===== config.mk =====
export PLATFORM = sky130hd
export DESIGN_NAME = log_record_deframer
export DESIGN_NICKNAME = d
export VERILOG_FILES = /design/src/hdl/lrd_pkg.sv /design/src/hdl/log_record_deframer.sv /design/src/hdl/lrd_parse.sv /design/src/hdl/lrd_out_reg.sv
export SDC_FILE = /design/constraint.sdc
export NUM_CORES = 1
export LEC_CHECK = 0
export BUFFER_PORTS_ARGS = -buffer_cell sky130_fd_sc_hd__buf_2
export CAP_MARGIN = 40
export CORE_MARGIN = 8
export CORE_UTILIZATION = 40
export DETAILED_ROUTE_END_ITERATION = 6
export GPL_ROUTABILITY_DRIVEN = 0
export PLACE_DENSITY_LB_ADDON = 0.25
export SKIP_CTS_REPAIR_TIMING = 1
export SKIP_LAST_GASP = 1
export SLEW_MARGIN = 30
export SYNTH_ARGS = -nofsm -noshare
export SYNTH_HDL_FRONTEND = slang
export SYNTH_HIERARCHICAL = 1
export SYNTH_SLANG_ARGS = --single-unit

===== constraint.sdc =====
create_clock -name aclk -period 4.4 [get_ports aclk]
set_input_delay 0.22 -clock aclk [delete_from_list [all_inputs] [get_ports aclk]]
set_output_delay 0.22 -clock aclk [all_outputs]
set_load 0.01 [all_outputs]

===== src/hdl/lrd_pkg.sv =====
// Shared types, constants and helpers for the log record deframer.
package lrd_pkg;

    // Record magic word, sent most significant byte first
    localparam logic [63:0] SYNC_WORD = 64'h17923349ab10ea9a;
    // Shift that brings the top magic byte down to the low byte
    localparam int unsigned TOP_SHIFT = 56;

    typedef enum logic [2:0] {
        PH_HUNT   = 3'd0,
        PH_TIME   = 3'd1,
        PH_WIDTH  = 3'd2,
        PH_HEIGHT = 3'd3,
        PH_FMTLEN = 3'd4,
        PH_FMT    = 3'd5,
        PH_PLEN   = 3'd6,
        PH_DATA   = 3'd7
    } phase_t;

    typedef enum logic [2:0] {
        CLS_HUNT   = 3'd0,
        CLS_HEADER = 3'd1,
        CLS_FMT    = 3'd2,
        CLS_PLEN   = 3'd3,
        CLS_DATA   = 3'd4
    } byte_class_t;

    typedef struct packed {
        byte_class_t byte_class;
        logic [7:0]  byte_value;
        logic [63:0] timestamp;
        logic [31:0] image_width;
        logic [31:0] image_height;
        logic [31:0] format_length;
        logic [31:0] payload_length;
        logic        format_last;
        logic        record_last;
        logic        record_aborted;
    } result_t;

    // Magic byte expected at a given match position
    function automatic logic [7:0] magic_byte(input logic [2:0] pos);
        logic [5:0]  sh;
        logic [63:0] w;
        sh = 6'(TOP_SHIFT) - {pos, 3'b000};
        w  = SYNC_WORD >> sh;
        return w[7:0];
    endfunction

endpackage


===== src/hdl/log_record_deframer.sv =====
// Top level of the log record deframer.
//
//  Channel  Dir  Ports                                        Handshake
//  s_       in   data_byte, end_of_stream                     s_valid / s_ready
//  m_       out  byte_class, byte_value, header fields, flags m_valid / m_ready
//
// One item in, one item out; a new item may enter every cycle unless m_ready stalls the output.
// Each item passes through two registers: input register, then result register.
// Parser state advances as the input register hands its item on.
// Reset (aresetn, synchronous) clears phase, counters and header registers.
// A stall on m_ready backs up through both registers to s_ready.
module log_record_deframer (
    input  logic        aclk,
    input  logic        aresetn,
    input  logic        s_valid,
    output logic        s_ready,
    input  logic [7:0]  s_data_byte,
    input  logic        s_end_of_stream,
    output logic        m_valid,
    input  logic        m_ready,
    output logic [2:0]  m_byte_class,
    output logic [7:0]  m_byte_value,
    output logic [63:0] m_timestamp,
    output logic [31:0] m_image_width,
    output logic [31:0] m_image_height,
    output logic [31:0] m_format_length,
    output logic [31:0] m_payload_length,
    output logic        m_format_last,
    output logic        m_record_last,
    output logic        m_record_aborted
);

    logic             res_valid;
    logic             res_ready;
    lrd_pkg::result_t res;
    lrd_pkg::result_t out_res;

    lrd_parse u_parse (
        .aclk             (aclk),
        .aresetn          (aresetn),
        .in_valid         (s_valid),
        .in_ready         (s_ready),
        .in_data_byte     (s_data_byte),
        .in_end_of_stream (s_end_of_stream),
        .res_valid        (res_valid),
        .res_ready        (res_ready),
        .res              (res)
    );

    lrd_out_reg u_out_reg (
        .aclk      (aclk),
        .aresetn   (aresetn),
        .res_valid (res_valid),
        .res_ready (res_ready),
        .res       (res),
        .out_valid (m_valid),
        .out_ready (m_ready),
        .out_res   (out_res)
    );

    // Drive the result ports
    assign m_byte_class     = out_res.byte_class;
    assign m_byte_value     = out_res.byte_value;
    assign m_timestamp      = out_res.timestamp;
    assign m_image_width    = out_res.image_width;
    assign m_image_height   = out_res.image_height;
    assign m_format_length  = out_res.format_length;
    assign m_payload_length = out_res.payload_length;
    assign m_format_last    = out_res.format_last;
    assign m_record_last    = out_res.record_last;
    assign m_record_aborted = out_res.record_aborted;

    // An aborted item is reported as a hunt byte with a zero value
    assert property (@(posedge aclk) disable iff (!aresetn)
        (m_valid && m_record_aborted) |->
            (m_byte_class == lrd_pkg::CLS_HUNT && m_byte_value == 8'd0))
        else $error("abort item carries a byte");

    // Format end only on format text bytes
    assert property (@(posedge aclk) disable iff (!aresetn)
        (m_valid && m_format_last) |-> (m_byte_class == lrd_pkg::CLS_FMT))
        else $error("format_last on non-format byte");

    // Record end only on payload length or payload data bytes
    assert property (@(posedge aclk) disable iff (!aresetn)
        (m_valid && m_record_last) |->
            (m_byte_class == lrd_pkg::CLS_PLEN || m_byte_class == lrd_pkg::CLS_DATA))
        else $error("record_last on wrong byte class");

endmodule


===== src/hdl/lrd_parse.sv =====
// Input register, parser state and per-byte result logic.
module lrd_parse (
    input  logic              aclk,
    input  logic              aresetn,
    input  logic              in_valid,
    output logic              in_ready,
    input  logic [7:0]        in_data_byte,
    input  logic              in_end_of_stream,
    output logic              res_valid,
    input  logic              res_ready,
    output lrd_pkg::result_t  res
);

    // Input register
    logic       in_valid_reg;
    logic [7:0] in_byte_reg;
    logic       in_eos_reg;

    // Parser state
    lrd_pkg::phase_t phase_reg, phase_next;
    logic [2:0]  sync_pos_reg, sync_pos_next;
    logic [2:0]  field_cnt_reg, field_cnt_next;
    logic [63:0] time_reg, time_next;
    logic [31:0] width_reg, width_next;
    logic [31:0] height_reg, height_next;
    logic [31:0] fmt_len_reg, fmt_len_next;
    logic [31:0] plen_reg, plen_next;
    logic [31:0] remain_reg, remain_next;

    logic advance;
    logic magic_hit;
    logic sync_last;
    logic field4_last;
    logic time_last;
    logic remain_last;
    logic [31:0] fmt_len_shift;
    logic [31:0] plen_shift;
    lrd_pkg::result_t res_next;

    assign advance   = in_valid_reg && res_ready;
    assign in_ready  = !in_valid_reg || res_ready;
    assign res_valid = in_valid_reg;

    // Hold the item until the result side takes it
    always_ff @(posedge aclk) begin
        if (!aresetn) begin
            in_valid_reg <= 1'b0;
        end else if (in_ready) begin
            in_valid_reg <= in_valid;
        end
    end

    always_ff @(posedge aclk) begin
        if (in_valid && in_ready) begin
            in_byte_reg <= in_data_byte;
            in_eos_reg  <= in_end_of_stream;
        end
    end

    // Shared decode of the current byte
    assign magic_hit     = (in_byte_reg == lrd_pkg::magic_byte(sync_pos_reg));
    assign sync_last     = (sync_pos_reg == 3'd7);
    assign field4_last   = (field_cnt_reg >= 3'd3);
    assign time_last     = (field_cnt_reg == 3'd7);
    assign remain_last   = (remain_reg[31:1] == 31'd0);
    assign fmt_len_shift = {fmt_len_reg[23:0], in_byte_reg};
    assign plen_shift    = {plen_reg[23:0], in_byte_reg};

    // Next phase
    always_comb begin
        phase_next = phase_reg;
        if (in_eos_reg) begin
            phase_next = lrd_pkg::PH_HUNT;
        end else begin
            case (phase_reg)
                lrd_pkg::PH_HUNT: begin
                    if (magic_hit && sync_last) phase_next = lrd_pkg::PH_TIME;
                end
                lrd_pkg::PH_TIME: begin
                    if (time_last) phase_next = lrd_pkg::PH_WIDTH;
                end
                lrd_pkg::PH_WIDTH: begin
                    if (field4_last) phase_next = lrd_pkg::PH_HEIGHT;
                end
                lrd_pkg::PH_HEIGHT: begin
                    if (field4_last) phase_next = lrd_pkg::PH_FMTLEN;
                end
                lrd_pkg::PH_FMTLEN: begin
                    if (field4_last) begin
                        phase_next = (fmt_len_shift != 32'd0) ? lrd_pkg::PH_FMT
                                                              : lrd_pkg::PH_PLEN;
                    end
                end
                lrd_pkg::PH_FMT: begin
                    if (remain_last) phase_next = lrd_pkg::PH_PLEN;
                end
                lrd_pkg::PH_PLEN: begin
                    if (field4_last) begin
                        phase_next = (plen_shift != 32'd0) ? lrd_pkg::PH_DATA
                                                           : lrd_pkg::PH_HUNT;
                    end
                end
                lrd_pkg::PH_DATA: begin
                    if (remain_last) phase_next = lrd_pkg::PH_HUNT;
                end
                default: phase_next = lrd_pkg::PH_HUNT;
            endcase
        end
    end

    // Datapath and result flags
    always_comb begin
        sync_pos_next  = sync_pos_reg;
        field_cnt_next = field_cnt_reg;
        time_next      = time_reg;
        width_next     = width_reg;
        height_next    = height_reg;
        fmt_len_next   = fmt_len_reg;
        plen_next      = plen_reg;
        remain_next    = remain_reg;

        res_next                = '0;
        res_next.byte_class     = lrd_pkg::CLS_HUNT;
        res_next.byte_value     = in_byte_reg;

        if (in_eos_reg) begin
            res_next.byte_value     = 8'd0;
            res_next.record_aborted = (phase_reg != lrd_pkg::PH_HUNT);
            sync_pos_next           = 3'd0;
            field_cnt_next          = 3'd0;
            remain_next             = 32'd0;
        end else begin
            case (phase_reg)
                lrd_pkg::PH_HUNT: begin
                    if (!magic_hit || sync_last) begin
                        sync_pos_next = 3'd0;
                    end else begin
                        sync_pos_next = sync_pos_reg + 3'd1;
                    end
                    // Clear the header on lock
                    if (magic_hit && sync_last) begin
                        field_cnt_next = 3'd0;
                        time_next      = 64'd0;
                        width_next     = 32'd0;
                        height_next    = 32'd0;
                        fmt_len_next   = 32'd0;
                        plen_next      = 32'd0;
                    end
                end
                lrd_pkg::PH_TIME: begin
                    res_next.byte_class = lrd_pkg::CLS_HEADER;
                    time_next      = {time_reg[55:0], in_byte_reg};
                    field_cnt_next = time_last ? 3'd0 : field_cnt_reg + 3'd1;
                end
                lrd_pkg::PH_WIDTH: begin
                    res_next.byte_class = lrd_pkg::CLS_HEADER;
                    width_next     = {width_reg[23:0], in_byte_reg};
                    field_cnt_next = field4_last ? 3'd0 : field_cnt_reg + 3'd1;
                end
                lrd_pkg::PH_HEIGHT: begin
                    res_next.byte_class = lrd_pkg::CLS_HEADER;
                    height_next    = {height_reg[23:0], in_byte_reg};
                    field_cnt_next = field4_last ? 3'd0 : field_cnt_reg + 3'd1;
                end
                lrd_pkg::PH_FMTLEN: begin
                    res_next.byte_class = lrd_pkg::CLS_HEADER;
                    fmt_len_next   = fmt_len_shift;
                    field_cnt_next = field4_last ? 3'd0 : field_cnt_reg + 3'd1;
                    if (field4_last) remain_next = fmt_len_shift;
                end
                lrd_pkg::PH_FMT: begin
                    res_next.byte_class = lrd_pkg::CLS_FMT;
                    if (remain_last) begin
                        remain_next          = 32'd0;
                        res_next.format_last = 1'b1;
                    end else begin
                        remain_next = remain_reg - 32'd1;
                    end
                end
                lrd_pkg::PH_PLEN: begin
                    res_next.byte_class = lrd_pkg::CLS_PLEN;
                    plen_next      = plen_shift;
                    field_cnt_next = field4_last ? 3'd0 : field_cnt_reg + 3'd1;
                    if (field4_last) begin
                        remain_next          = plen_shift;
                        res_next.record_last = (plen_shift == 32'd0);
                    end
                end
                lrd_pkg::PH_DATA: begin
                    res_next.byte_class = lrd_pkg::CLS_DATA;
                    if (remain_last) begin
                        remain_next          = 32'd0;
                        res_next.record_last = 1'b1;
                    end else begin
                        remain_next = remain_reg - 32'd1;
                    end
                end
                default: begin
                    sync_pos_next = 3'd0;
                end
            endcase
        end

        res_next.timestamp      = time_next;
        res_next.image_width    = width_next;
        res_next.image_height   = height_next;
        res_next.format_length  = fmt_len_next;
        res_next.payload_length = plen_next;
    end

    assign res = res_next;

    // Advance parser state when the result is taken
    always_ff @(posedge aclk) begin
        if (!aresetn) begin
            phase_reg     <= lrd_pkg::PH_HUNT;
            sync_pos_reg  <= 3'd0;
            field_cnt_reg <= 3'd0;
            time_reg      <= 64'd0;
            width_reg     <= 32'd0;
            height_reg    <= 32'd0;
            fmt_len_reg   <= 32'd0;
            plen_reg      <= 32'd0;
            remain_reg    <= 32'd0;
        end else if (advance) begin
            phase_reg     <= phase_next;
            sync_pos_reg  <= sync_pos_next;
            field_cnt_reg <= field_cnt_next;
            time_reg      <= time_next;
            width_reg     <= width_next;
            height_reg    <= height_next;
            fmt_len_reg   <= fmt_len_next;
            plen_reg      <= plen_next;
            remain_reg    <= remain_next;
        end
    end

    // No byte count is left over while hunting
    assert property (@(posedge aclk) disable iff (!aresetn)
        (phase_reg == lrd_pkg::PH_HUNT) |-> (remain_reg == 32'd0))
        else $error("bytes remaining nonzero while hunting");

    // Only the timestamp field counts past four bytes
    assert property (@(posedge aclk) disable iff (!aresetn)
        (phase_reg != lrd_pkg::PH_TIME) |-> (field_cnt_reg <= 3'd3))
        else $error("field byte count out of range");

    // Sync position only moves while hunting
    assert property (@(posedge aclk) disable iff (!aresetn)
        (phase_reg != lrd_pkg::PH_HUNT) |-> (sync_pos_reg == 3'd0))
        else $error("sync position set outside hunt");

endmodule


===== src/hdl/lrd_out_reg.sv =====
// Result register between the parser and the result channel.
module lrd_out_reg (
    input  logic              aclk,
    input  logic              aresetn,
    input  logic              res_valid,
    output logic              res_ready,
    input  lrd_pkg::result_t  res,
    output logic              out_valid,
    input  logic              out_ready,
    output lrd_pkg::result_t  out_res
);

    logic             valid_reg;
    lrd_pkg::result_t res_reg;

    assign res_ready = !valid_reg || out_ready;
    assign out_valid = valid_reg;
    assign out_res   = res_reg;

    // Load a new item whenever the register is empty or being drained
    always_ff @(posedge aclk) begin
        if (!aresetn) begin
            valid_reg <= 1'b0;
        end else if (res_ready) begin
            valid_reg <= res_valid;
        end
    end

    always_ff @(posedge aclk) begin
        if (res_valid && res_ready) begin
            res_reg <= res;
        end
    end

endmodule


Yosys cells after proc, flatten, opt, wreduce, memory -nomap -nowiden
Index checks and enable logic that the tools add are counted.

word-level totals
  flip-flop bits (word level) = 450
  input bits = 13
  output and inout port bits = 208
  logic and storage cells = 118

operators by class
  $add $sub $neg = 4
  order comparisons = 1
  eq/ne operators = 18
  shift operators = 1
  muxes and demuxes = 44
  bitwise operators = 1
  reductions and logical operators = 26

operator list
  kind                   count
  $mux 32                12
  $pmux 32 s2            4
  $mux 64                2
  $pmux 64 s2            1
  $pmux 32 s3            1
  $reduce_bool 32->1     2
  $shr 61x6->8 const A   1
  $mux 3                 17
  $logic_not 32->1       1
  $sub 32x1->32 const B  1
  $logic_not 31->1       1
  $ne 3x1->1 const B     8
  $pmux 3 s8             1
  $eq 3x3->1 const B     6
  $pmux 3 s4             1
  $pmux 3 s3             1
  $reduce_and 9->1       1
  $eq 8x8->1             1
  $reduce_bool 4->1      2
  $reduce_or 4->1        2
  $add 3x1->3 const B    2
  $eq 3x2->1 const B     2
  $sub 6x6->6 const A    1
  $reduce_and 4->1       1
  other kinds (15)       23

Depth between registers and ports, before layout
  depth after elaboration = 8
  gate-level depth with buffers = 10
  gate-level depth less buffers = 8

Modules after synthesis
Netlist, hierarchy kept.

modules (own cells, without submodules)
  module       instances  cells an instance  area each (um^2)  sequential area each (um^2)
  lrd_parse    1          1370               11930.2           4954.8
  lrd_out_reg  1          211                6243.5            6206.0

Least setup slack after synthesis
No wires, ideal clock.

  path kind = register -> register
  start point = reg u_parse.sync_pos_reg[1]
  end point = reg u_out_reg.res_reg, in the netlist u_out_reg/out_res[44], data pin
  setup time = 0.256 ns
  data arrival time = 2.394 ns
  data required time = 4.144 ns
  setup slack = 1.749 ns
  stages on the path, launching flop included = 11
  path buffers = 2
  clock period less this slack = 2.651 ns
  cells stage by stage = dfxtp_1 > inv_1 > ha_1 > and2_1 > a2111oi_0 > o2111a_1 > and3_1 > buf_2 > o211ai_1 > clkbuf_1 > a22o_1

RTL lines
  element                 RTL line           source
  from (decl)             lrd_parse.sv:21    logic [2:0] sync_pos_reg, sync_pos_next;
  from (signal assigned)  lrd_parse.sv:227   sync_pos_reg <= sync_pos_next;
  to (signal assigned)    lrd_out_reg.sv:31  res_reg <= res;
  to (decl)               lrd_out_reg.sv:14  lrd_pkg::result_t res_reg;

Final worst setup path
  start point = reg u_parse.field_cnt_reg[0]
  end point = reg u_parse.remain_reg[4]

on the way
  word-level cells in the longest chain between the ends = 3
  elaborated cells between the ends (all ways) = 4
  classes of those cells = 1 x order compare; 2 x eq/ne; 1 x reduce/logical

ends and longest elaborated chain
  element                       RTL line          source
  from (decl)                   lrd_parse.sv:22   logic [2:0] field_cnt_reg, field_cnt_next;
  from (signal assigned)        lrd_parse.sv:228  field_cnt_reg <= field_cnt_next;
  $ge 3x2->1 *                  lrd_parse.sv:63   assign field4_last = (field_cnt_reg >= 3'd3);
  $ne 3x1->1 (no line)          --
  $reduce_and 4->1 (no line) *  --
  to (signal assigned)          lrd_parse.sv:234  remain_reg <= remain_next;
  to (decl)                     lrd_parse.sv:28   logic [31:0] remain_reg, remain_next;

Every way passes the cells marked *; elsewhere a longest branch is shown, timed or not.
A chain may end at the register's enable or synchronous reset.

==> impl_metrics.ini <==
[run_status]
status = finished, final reports clean

[die]
die_area_um2 = 52500
die_x_um = 229
io_pins = 221
start_util_pct = 40.3
die_h_um = 229
rows = 78
core_area_um2 = 45100

[worst_setup_path]
crit_top_cell = ha_1
critPathMaxStageDelay_ns = 0.69
cp.depth = 8
endpoint = u_parse/remain_reg[4]$_SDFFE_PN0P_
crit_chain = ha_1, ha_1, a211o_1, o21ai_0, a21o_1, and2_1, nor2_2, o22ai_1
cpLargestDelayFamily = compound AO/OA/AOI/OAI gates
cp-startpoint = u_parse/field_cnt_reg[0]$_SDFFE_PN0P_
reg2reg_slack_ns = 1.23
r2r-end = u_parse/remain_reg[4]$_SDFFE_PN0P_
worstSetupPathType = register to register
ff2ff_path_depth = 8
crit_path_start_kind = register
path_max_fanout = 18
worst-path-buf-inv = 0
end_kind = register
regToRegStartpoint = u_parse/field_cnt_reg[0]$_SDFFE_PN0P_
slowest_stage = and2_1
worstPathRequired_ns = 4.91
crit_arrival_ns = 3.68

[synth]
synth_seq_cells = 450
synth_top_area_share_pct = 35.5
syn_area_um2 = 18200
synth_edf_count = 215
postSynthCellCount = 1581
yosysWarnings = 6
synth_area_per_cell_um2 = 11.5
ys_seq_area_share_pct = 61.4
synth-async-reset-ratio_pct = 0
yosysTopAreaCell = edfxtp_1
synth_nets = 1605
synth_cell_types = 73
ys.flop_type = dfxtp_1
synthTopCellsByArea = edfxtp_1 36%, dfxtp_1 26%, a22o_1 12%

[clock_tree]
clkTransAtPathRegs_ns = 0.06
cts_buffers = 46
ctsLongestPathBuffers = 3
clockRootBuffer = clkbuf_16
cts_sinks = 450
clock_latency_ns = 0.59
cts_tree = done
htreeDepth = 2

[sta]
timing.setup.tns_ns = 0
setup_viol = 0
fin_crit_ns = 3.17
finalCritPeriodShare_pct = 72.1
tightestPinTransition_ns = 0.858
timing.fmax_mhz = 315
rsz0062_at_grt = no
finalHoldViolCount = 0
relSlewSlack_pct = 42.7
setup_slack_ns = 1.23
slew_violations = 0
skew_ns = 0.0258

[global_route]
grt_use_met2_pct = 32.0
grt_overflow = 0
grt_use_met3_pct = 3.72
grtUsageMet1_pct = 26.7
grt_usage_pct = 19.8
grt_pass1_vias = 13500
top_usage_layer = met2
grt_pass1_wl_um = 83400
antenna_found_initial = 1
grt_start_max_net_pins = 84

[power]
p_leak_uw = 0.00798
p_per_area_nw_per_um2 = 410
ir_drop_mv = 0.301

[finish]
nFillCells = 4071
stdcell_area_um2 = 21600
postLayoutCoreUtil_pct = 47.8
layout-drive-gt1-share_pct = 19.6
mostFrequentLayoutCells = 252 x a22o_1, 235 x dfxtp_1, 220 x buf_2
final_common_cell = a22o_1
nets = 1801
largest_reg_flops = 206
area_delta_synth_final_pct = 18.7
diodes = 0

[routing]
drt_iter0_markers = 1748
drt-total-wl_um = 54800
drc = 0
num_vias = 14400
dr.pass1.iters = 5
ant_nets = 0
wire_per_inst_um = 22.7
vias_per_cell = 5.95

[place]
dp_slack_ns = 1.17
place_hpwl_um = 37000
placed_area_um2 = 19900
port_buffers = 220

[run]
drv_cap = 0

[hold_path]
holdCritPathClass = primary input to register
==> layout make-up <==
class / count / area (µm²) / area share [%]
flip-flops and latches: 450 / 11200 / 51.7
multi-input cells: 978 / 6460 / 30.0
repair buffers: 269 / 1540 / 7.15
clock buffers: 60 / 1290 / 5.96
well taps: 600 / 751 / 3.48
clock inverters: 26 / 249 / 1.15
inverters: 32 / 120 / 0.557
==> cell families after synthesis <==
| logic type | Yosys count | share of synthesized area [%] |
|---|---|---|
| xor gates and xnor gates | 8 | 0.386 |
| and+or+nand+nor | 409 | 10.8 |
| muxes | 2 | 0.110 |
| adders and majority gates | 11 | 0.757 |
| DFF | 450 | 61.4 |
| buffers and inverters | 153 | 3.26 |
| AOI/OAI and AO/OA | 548 | 23.2 |
==> synthesized netlist by cell type, drive strengths merged, types with 5 or more instances <==
master / number
or3: 12
a32o: 11
edfxtp: 215
dfxtp: 235
nand3: 72
a22o: 252
nor2: 53
buf: 24
nor3: 35
and3: 5
a31oi: 9
nor2b: 5
ha: 11
xnor2: 6
a21oi: 77
nand4: 10
nand2b: 12
o211ai: 5
a22oi: 40
and2: 8
a221oi: 7
o2bb2ai: 24
a2111oi: 6
nand2: 162
o31ai: 12
clkbuf: 97
o22ai: 11
o21ai: 56
inv: 30
nor4: 20
==> routing by layer <==
metal	up-vias	part of all wire, %
li1	6519	-
met1	7165	43
met2	602	47
met3	87	7.0
met4	2	2.5
met5	-	0.024
==> through the flow <==
stage	total power, µW	std cells	hold WS, ns
2_1_floorplan	4780	1581	0.319
3_5_place_dp	4970	2315	0.400
4_1_cts	8910	2401	-0.223
5_1_grt	9090	2415	0.123
6_report	8840	2415	0.119
3_3_place_gp	4970	2314	0.401
==> worst min-delay path by stage <==
stage	cells after the start	from	slack [ns]	end
after global routing	2	aresetn	0.12	u_parse/remain_reg[17]$_SDFFE_PN0P_
after global placement	1	s_data_byte[0]	0.40	u_parse/in_byte_reg[0]$_DFFE_PP_
after CTS	1	s_end_of_stream	-0.22	u_parse/in_eos_reg$_DFFE_PP_
after floorplan	0	s_data_byte[0]	0.32	u_parse/in_byte_reg[0]$_DFFE_PP_
after detailed placement	1	s_end_of_stream	0.40	u_parse/in_eos_reg$_DFFE_PP_
final	2	aresetn	0.12	u_parse/remain_reg[17]$_SDFFE_PN0P_
==> report_power, final <==
group / switching (µW) / internal [µW]
sequential: 60.4 / 4480
combinational: 239 / 105
clock: 1700 / 2260
Note: power is estimated with default switching activity, not from simulation.
